File: src/design/cgl_pkg.sv
// shared constants and types for the colour gradient lookup
// no dependencies
package cgl_pkg;
   localparam int MAX_POINTS = 16;
   localparam int IDX_W      = $clog2(MAX_POINTS);
   localparam int CNT_W      = 5;
   localparam int LOC_W      = 17;
   localparam logic [LOC_W-1:0] LOC_ONE = 17'd65536;

   localparam logic [1:0] OP_LOOKUP = 2'd0;
   localparam logic [1:0] OP_ADD    = 2'd1;
   localparam logic [1:0] OP_CLEAR  = 2'd2;
   localparam logic [1:0] OP_UNUSED = 2'd3;

   typedef struct packed {
      logic [LOC_W-1:0] loc;
      logic [31:0]      color;
   } stop_type;
endpackage

File: src/design/color_gradient_lookup.sv
// colour gradient lookup: sorted stop table in one synchronous memory
// depends on cgl_pkg
//
// Input channel req_*: one beat per item, opcode 0 looks up a colour,
// 1 adds a stop (location and RGBA), 2 clears the table. Result channel
// rsp_*: exactly one beat per item with the colour (zero unless lookup),
// the table-full flag and the stop count after the item.
// One item is worked at a time; req_stall is high until the result beat
// has been taken. A lookup walks the table one memory read a cycle, then
// a multiply step, a bit-serial divide and a correction step follow.
// An add walks down from the top entry, moving one entry up per cycle.
// The walk is set by the single memory read port.
// Reset empties the table (count to zero); memory contents are not cleared.
// While rsp_stall is high the result beat holds and no new item is taken.
module color_gradient_lookup (
   input  logic                      clock,
   input  logic                      reset,
   input  logic                      req_valid,
   output logic                      req_stall,
   input  logic [1:0]                req_opcode,
   input  logic [cgl_pkg::LOC_W-1:0] req_location,
   input  logic [7:0]                req_in_red,
   input  logic [7:0]                req_in_green,
   input  logic [7:0]                req_in_blue,
   input  logic [7:0]                req_in_alpha,
   output logic                      rsp_valid,
   input  logic                      rsp_stall,
   output logic [7:0]                rsp_out_red,
   output logic [7:0]                rsp_out_green,
   output logic [7:0]                rsp_out_blue,
   output logic [7:0]                rsp_out_alpha,
   output logic                      rsp_status,
   output logic [cgl_pkg::CNT_W-1:0] rsp_stop_count
);
   import cgl_pkg::*;

   typedef enum logic [2:0] {
      IDLE, LK_SCAN, LK_MUL, LK_DIV, LK_FIX, INS_SCAN, INS_LAST, RESP
   } state_type;

   state_type            state_ff;
   stop_type             mem [MAX_POINTS];
   stop_type             rd_ff;
   logic [IDX_W-1:0]     rd_addr;
   logic                 wr_en;
   logic [IDX_W-1:0]     wr_addr;
   stop_type             wr_data;

   logic [CNT_W-1:0]     cnt_ff;
   logic [IDX_W-1:0]     idx_ff;
   logic [LOC_W-1:0]     loc_ff;
   logic [31:0]          new_col_ff;
   stop_type             prev_ff;
   logic [LOC_W-1:0]     d_ff;
   logic [LOC_W-1:0]     s_ff;
   logic [3:0][7:0]      ca_ff;
   logic [3:0][7:0]      cb_ff;
   logic [3:0]           neg_ff;
   logic [3:0][LOC_W:0]  rem_ff;
   logic [3:0][7:0]      low_ff;
   logic [3:0][7:0]      q_ff;
   logic [2:0]           step_ff;
   logic [31:0]          out_col_ff;
   logic                 status_ff;

   logic [LOC_W-1:0]     loc_sat;
   logic                 accept;
   logic                 last_idx;

   assign loc_sat   = (req_location > LOC_ONE) ? LOC_ONE : req_location;
   assign accept    = req_valid && (state_ff == IDLE);
   assign req_stall = (state_ff != IDLE);
   assign rsp_valid = (state_ff == RESP);
   assign last_idx  = ({1'b0, idx_ff} == cnt_ff - CNT_W'(1));

   always_comb begin
      rd_addr = '0;
      wr_en   = 1'b0;
      wr_addr = '0;
      wr_data = rd_ff;
      case (state_ff)
         IDLE: begin
            if (req_opcode == OP_ADD) begin
               rd_addr = IDX_W'(cnt_ff - CNT_W'(1));
            end
            if (accept && req_opcode == OP_ADD && cnt_ff == '0) begin
               wr_en   = 1'b1;
               wr_data = '{loc: loc_sat,
                           color: {req_in_alpha, req_in_blue, req_in_green, req_in_red}};
            end
         end
         LK_SCAN: rd_addr = idx_ff + IDX_W'(1);
         INS_SCAN: begin
            rd_addr = idx_ff - IDX_W'(1);
            wr_en   = 1'b1;
            wr_addr = idx_ff + IDX_W'(1);
            if (rd_ff.loc <= loc_ff) begin
               wr_data = '{loc: loc_ff, color: new_col_ff};
            end
         end
         INS_LAST: begin
            wr_en   = 1'b1;
            wr_data = '{loc: loc_ff, color: new_col_ff};
         end
         default: ;
      endcase
   end

   always_ff @(posedge clock) begin
      if (wr_en) begin
         mem[wr_addr] <= wr_data;
      end
      rd_ff <= mem[rd_addr];
   end

   always_ff @(posedge clock) begin
      if (reset) begin
         state_ff <= IDLE;
         cnt_ff   <= '0;
      end else begin
         case (state_ff)
            IDLE: begin
               if (accept) begin
                  loc_ff     <= loc_sat;
                  new_col_ff <= {req_in_alpha, req_in_blue, req_in_green, req_in_red};
                  out_col_ff <= '0;
                  status_ff  <= 1'b0;
                  idx_ff     <= '0;
                  state_ff   <= RESP;
                  case (req_opcode)
                     OP_LOOKUP: begin
                        if (cnt_ff == '0) begin
                           out_col_ff <= '1;
                        end else begin
                           state_ff <= LK_SCAN;
                        end
                     end
                     OP_ADD: begin
                        if ({27'd0, cnt_ff} >= MAX_POINTS) begin
                           status_ff <= 1'b1;
                        end else if (cnt_ff == '0) begin
                           cnt_ff <= CNT_W'(1);
                        end else begin
                           idx_ff   <= IDX_W'(cnt_ff - CNT_W'(1));
                           state_ff <= INS_SCAN;
                        end
                     end
                     OP_CLEAR: cnt_ff <= '0;
                     default: ;
                  endcase
               end
            end
            LK_SCAN: begin
               prev_ff <= rd_ff;
               if (idx_ff == '0 && loc_ff <= rd_ff.loc) begin
                  out_col_ff <= rd_ff.color;
                  state_ff   <= RESP;
               end else if (idx_ff != '0 && loc_ff < rd_ff.loc) begin
                  d_ff     <= loc_ff - prev_ff.loc;
                  s_ff     <= rd_ff.loc - prev_ff.loc;
                  ca_ff    <= prev_ff.color;
                  cb_ff    <= rd_ff.color;
                  state_ff <= LK_MUL;
               end else if (last_idx) begin
                  out_col_ff <= rd_ff.color;
                  state_ff   <= RESP;
               end else begin
                  idx_ff <= idx_ff + IDX_W'(1);
               end
            end
            LK_MUL: begin
               for (int k = 0; k < 4; k++) begin
                  logic [7:0]  diff;
                  logic [24:0] prod;
                  diff = (cb_ff[k] >= ca_ff[k]) ? cb_ff[k] - ca_ff[k] : ca_ff[k] - cb_ff[k];
                  prod = 25'(diff) * 25'(d_ff);
                  neg_ff[k] <= (cb_ff[k] < ca_ff[k]);
                  rem_ff[k] <= {1'b0, prod[24:8]};
                  low_ff[k] <= prod[7:0];
                  q_ff[k]   <= '0;
               end
               step_ff  <= '0;
               state_ff <= LK_DIV;
            end
            LK_DIV: begin
               for (int k = 0; k < 4; k++) begin
                  logic [LOC_W:0] t;
                  t = {rem_ff[k][LOC_W-1:0], low_ff[k][7]};
                  if (t >= {1'b0, s_ff}) begin
                     rem_ff[k] <= t - {1'b0, s_ff};
                     q_ff[k]   <= {q_ff[k][6:0], 1'b1};
                  end else begin
                     rem_ff[k] <= t;
                     q_ff[k]   <= {q_ff[k][6:0], 1'b0};
                  end
                  low_ff[k] <= {low_ff[k][6:0], 1'b0};
               end
               step_ff <= step_ff + 3'd1;
               if (step_ff == 3'd7) begin
                  state_ff <= LK_FIX;
               end
            end
            LK_FIX: begin
               for (int k = 0; k < 4; k++) begin
                  logic [8:0] qc;
                  logic [8:0] r;
                  qc = {1'b0, q_ff[k]} + ((rem_ff[k] != '0) ? 9'd1 : 9'd0);
                  r  = neg_ff[k] ? {1'b0, ca_ff[k]} - qc : {1'b0, ca_ff[k]} + {1'b0, q_ff[k]};
                  out_col_ff[8*k +: 8] <= r[7:0];
               end
               state_ff <= RESP;
            end
            INS_SCAN: begin
               if (rd_ff.loc > loc_ff) begin
                  if (idx_ff == '0) begin
                     state_ff <= INS_LAST;
                  end else begin
                     idx_ff <= idx_ff - IDX_W'(1);
                  end
               end else begin
                  cnt_ff   <= cnt_ff + CNT_W'(1);
                  state_ff <= RESP;
               end
            end
            INS_LAST: begin
               cnt_ff   <= cnt_ff + CNT_W'(1);
               state_ff <= RESP;
            end
            RESP: begin
               if (!rsp_stall) begin
                  state_ff <= IDLE;
               end
            end
            default: state_ff <= IDLE;
         endcase
      end
   end

   assign rsp_out_red    = out_col_ff[7:0];
   assign rsp_out_green  = out_col_ff[15:8];
   assign rsp_out_blue   = out_col_ff[23:16];
   assign rsp_out_alpha  = out_col_ff[31:24];
   assign rsp_status     = status_ff;
   assign rsp_stop_count = cnt_ff;
endmodule

File: config.mk
export PLATFORM = sky130hd
export DESIGN_NAME = color_gradient_lookup
export DESIGN_NICKNAME = d
export VERILOG_FILES = /design/src/design/cgl_pkg.sv /design/src/design/color_gradient_lookup.sv
export SDC_FILE = /design/constraint.sdc
export NUM_CORES = 2
export LEC_CHECK = 0
export ABC_AREA = 1
export BUFFER_PORTS_ARGS = -buffer_cell sky130_fd_sc_hd__buf_2
export CAP_MARGIN = 20
export CORE_UTILIZATION = 60
export CTS_BUF_LIST = sky130_fd_sc_hd__clkbuf_8
export CTS_CLUSTER_DIAMETER = 60
export DETAILED_ROUTE_END_ITERATION = 6
export PLACE_DENSITY = 0.76
export SYNTH_ARGS = -nofsm -noshare
export SYNTH_HDL_FRONTEND = slang
export SYNTH_SLANG_ARGS = --single-unit
File: constraint.sdc
create_clock -name clock -period 12.5 [get_ports clock]
set_input_delay 2.5 -clock clock [delete_from_list [all_inputs] [get_ports clock]]
set_output_delay 2.5 -clock clock [all_outputs]
set_load 0.02 [all_outputs]
==> results by group <==
Logic synthesis
  – Synth top area cells: edfxtp_1 (45%), fa_1 (9.9%), nand2_1 (7.6%)
  – Post-synth top area share: 44.64%
  – Post-synth top flop: edfxtp_1
  – Synth Area per Inst: 9.409 sq um
  – EDFF count, synth: 1,160
  – Mapped Nets: 9,174
  – Register area share after synthesis: 46.11%
  – Asr flop ratio synth: 0%
  – Synthesized cell area: 0.07803 sq mm
  – Synth warn: 0
  – Library cells used by synthesis: 50
  – Mapped Cells: 8,293
  – Leading area contributor after synthesis: edfxtp_1
  – Number of synthesized register bits: 1,217

Floorplanning
  – I/O Pins: 95
  – Core area: 0.1283 sq mm
  – Initial Util: 60.80%
  – Die Span Y: 362.6 um
  – Site row count: 131
  – Die width: 362.6 um
  – Die Area: 0.1315 sq mm

Placement
  – Hpwl dp: 152,300 um
  – Gp weighted congestion: 0.9618
  – PortBufs: 94

Clock tree
  – Clk slew on worst S/H paths: 0.06 ns
  – Postcts setup bufs: 0
  – CTS H-tree lvls: 4
  – CTS Hold Buffers Added: 0
  – Sinks on Clock Net: 1,217
  – Clk Latency, worst-skew pair: 0.96 ns
  – Clk root buf: clkbuf_8
  – CTS tree: yes
  – PostCTS Resize Cnt: 0
  – Max clock buf depth: 3
  – Total CTS buffers: 196

Final layout
  – Reg area: 0.03597 sq mm
  – Area grow syn2layout: 7.896%
  – Commonest cells after routing, fill and taps aside: nand2_1 (1,580), edfxtp_1 (1,160), inv_1 (1,080)
  – Commonest non-fill, non-tap cell in the layout: nand2_1
  – Ratio of cells with drive above 1 in the final layout: 6.736%
  – Multi-input gate area: 0.03679 sq mm
  – # nets final: 9,203
  – # fillers: 10,219

STA
  – Worst rel slew slack: 18.17%
  – Setup_tns: 0 ns
  – RSZ-0062 raised after global routing: no
  – Max-slew violation count: 0
  – Period utilization: 57.08%
  – Final setup fails: 0
  – Final Hold Viols: 0
  – Clock skew: 0.08274 ns
  – Tmin final: 7.135 ns
  – Worst-Margin Slew: 1.226 ns
  – Fmax: 140.2 MHz

Worst hold path
  – WHS Endpoint: ca_ff[16]
  – Worst Hold Class: flop to flop
  – WHS Path Cells: 0
  – Worst hold path startpoint: prev_ff[16]

Routing
  – Drt first pass iters: 7
  – DRC violations left: 0
  – WL/cell: 22.62 um
  – Mean number of vias per cell: 6.046
  – Drt initial violations: 6,995
  – Final WL: 231,300 um
  – DR vias: 61,823
  – ANT nets after route: 0

Global route
  – First-pass GRT wire length: 353,900 um
  – Initial antenna violation count: 12
  – Overall Global Routing Usage: 35.39%
  – Vias in the first global route: 61,281
  – Total gr overflow: 0
  – Largest net degree at the start of global routing: 192

Worst setup path
  – Crit path required time: 13.14 ns
  – CP max FO: 16
  – Register-to-register setup slack: 5.37 ns
  – Worst r2r src: ca_ff[25]
  – R2R Path End: rem_ff[59]
  – CP startpoint kind: flop
  – FF-to-FF path depth: 27
  – CP Class: flop to flop
  – Crit end category: flop
  – Crit. Startpoint: ca_ff[25]
  – Worst EP arrival: 7.78 ns

Status
  – Outcome: complete, no violations

Run
  – Max cap viols: 0
-- cells in the mapped netlist (all sizes together) (7+ instances only) --
master,n
nand2,1588
edfxtp,1160
inv,1039
nor2,869
nand3,817
ha,440
fa,386
a21oi,339
o21ai,335
o211ai,272
clkbuf,212
buf,159
xor2,113
nand4,93
xnor2,79
a31oi,72
dfxtp,57
nor3,54
or2,38
nor4,27
a21o,23
o221ai,17
a211oi,15
a21boi,15
o21bai,15
o21a,12
a221oi,8
a22oi,7
o2111ai,7
o311ai,7
-- routing by layer --
metal / up-vias / global-route usage, % / wire, um / part of all wire (%)
li1: 28120 / - / - / -
met1: 29879 / 45.32 / 88350 / 38
met2: 3149 / 57.53 / 108600 / 47
met3: 671 / 7.008 / 22330 / 9.7
met4: 4 / 17.62 / 12070 / 5.2
met5: - / 0 / 24 / 0.010
-- sequential cells by signal, summed over array words and instances (netlist names), 5 cells and up --
signal and count:
low_ff 32, rem_ff 72, loc_ff 17, s_ff 17
cb_ff 32, ca_ff 32, new_col_ff 32, mem 784
d_ff 17, rsp_stop_count 5, prev_ff 49, out_col_ff 32
q_ff 32, rd_ff 49
-- stage by stage --
step / utilization (%) / worst slack, ns / instances / cell area [sq um] / hold slack (ns)
2_1_floorplan: - / 2.441 / 8293 / 78030 / 0.4003
3_3_place_gp: 62.32 / 5.552 / 9831 / 79980 / 0.4006
3_5_place_dp: 62.33 / 5.476 / 9832 / 80000 / 0.4045
4_1_cts: 65.45 / 5.450 / 10200 / 84000 / 0.4121
5_1_grt: 65.60 / 4.775 / 10224 / 84180 / 0.4195
6_report: 65.60 / 5.365 / 10225 / 84190 / 0.4126
-- worst max path at each step --
stage,cells after the start,endpoint,slack [ns]
global placement,26,rem_ff[41],5.55
finish,27,rem_ff[59],5.37
CTS,26,rem_ff[41],5.45
global route,26,rem_ff[41],4.78
detailed placement,27,rem_ff[59],5.48
floorplan,2,ca_ff[0],2.44
-- layout make-up --
cell class / instances / share of cell area [%]
antenna: 4 / 0.01189
clock buffer: 219 / 3.580
clock inverter: 149 / 1.174
inverter: 1041 / 4.646
multi-input combinational: 5664 / 43.70
sequential: 1217 / 42.73
tap: 1729 / 2.570
timing repair buffer: 202 / 1.584
-- logic make-up after synthesis --
logic type	count (synthesis)	synth area share, %
buffers and inverters	1412	7.032
and+or+nand+nor	3495	18.83
AOI/OAI and AO/OA	1151	8.921
adders and majority gates	826	16.96
xor gates and xnor gates	192	2.155
DFF	1217	46.11
-- worst max-delay path: stages, from the launching register on --
cell and delay [ns]:
edfxtp_1 0.59, inv_1 0.15, fa_1 0.49, inv_1 0.11, o21ai_1 0.11, nand2_1 0.09, o311ai_1 0.10, inv_1 0.12
nand2_2 0.14, inv_2 0.14, o21ai_0 0.12, nand2_1 0.53, nor2_1 0.14, fa_1 0.47, fa_1 0.49, inv_1 0.05
fa_1 0.49, fa_1 0.50, inv_1 0.04, ha_1 0.34, nand2_1 0.09, o21ai_0 0.44, a21oi_1 0.24, o21ai_0 0.32
a21oi_1 0.13, or2_2 0.29, nand3_1 0.09, nand2_1 0.07
Power is not shown: default switching activity piles up to over one toggle a cycle in this logic, so the estimate is an artifact.
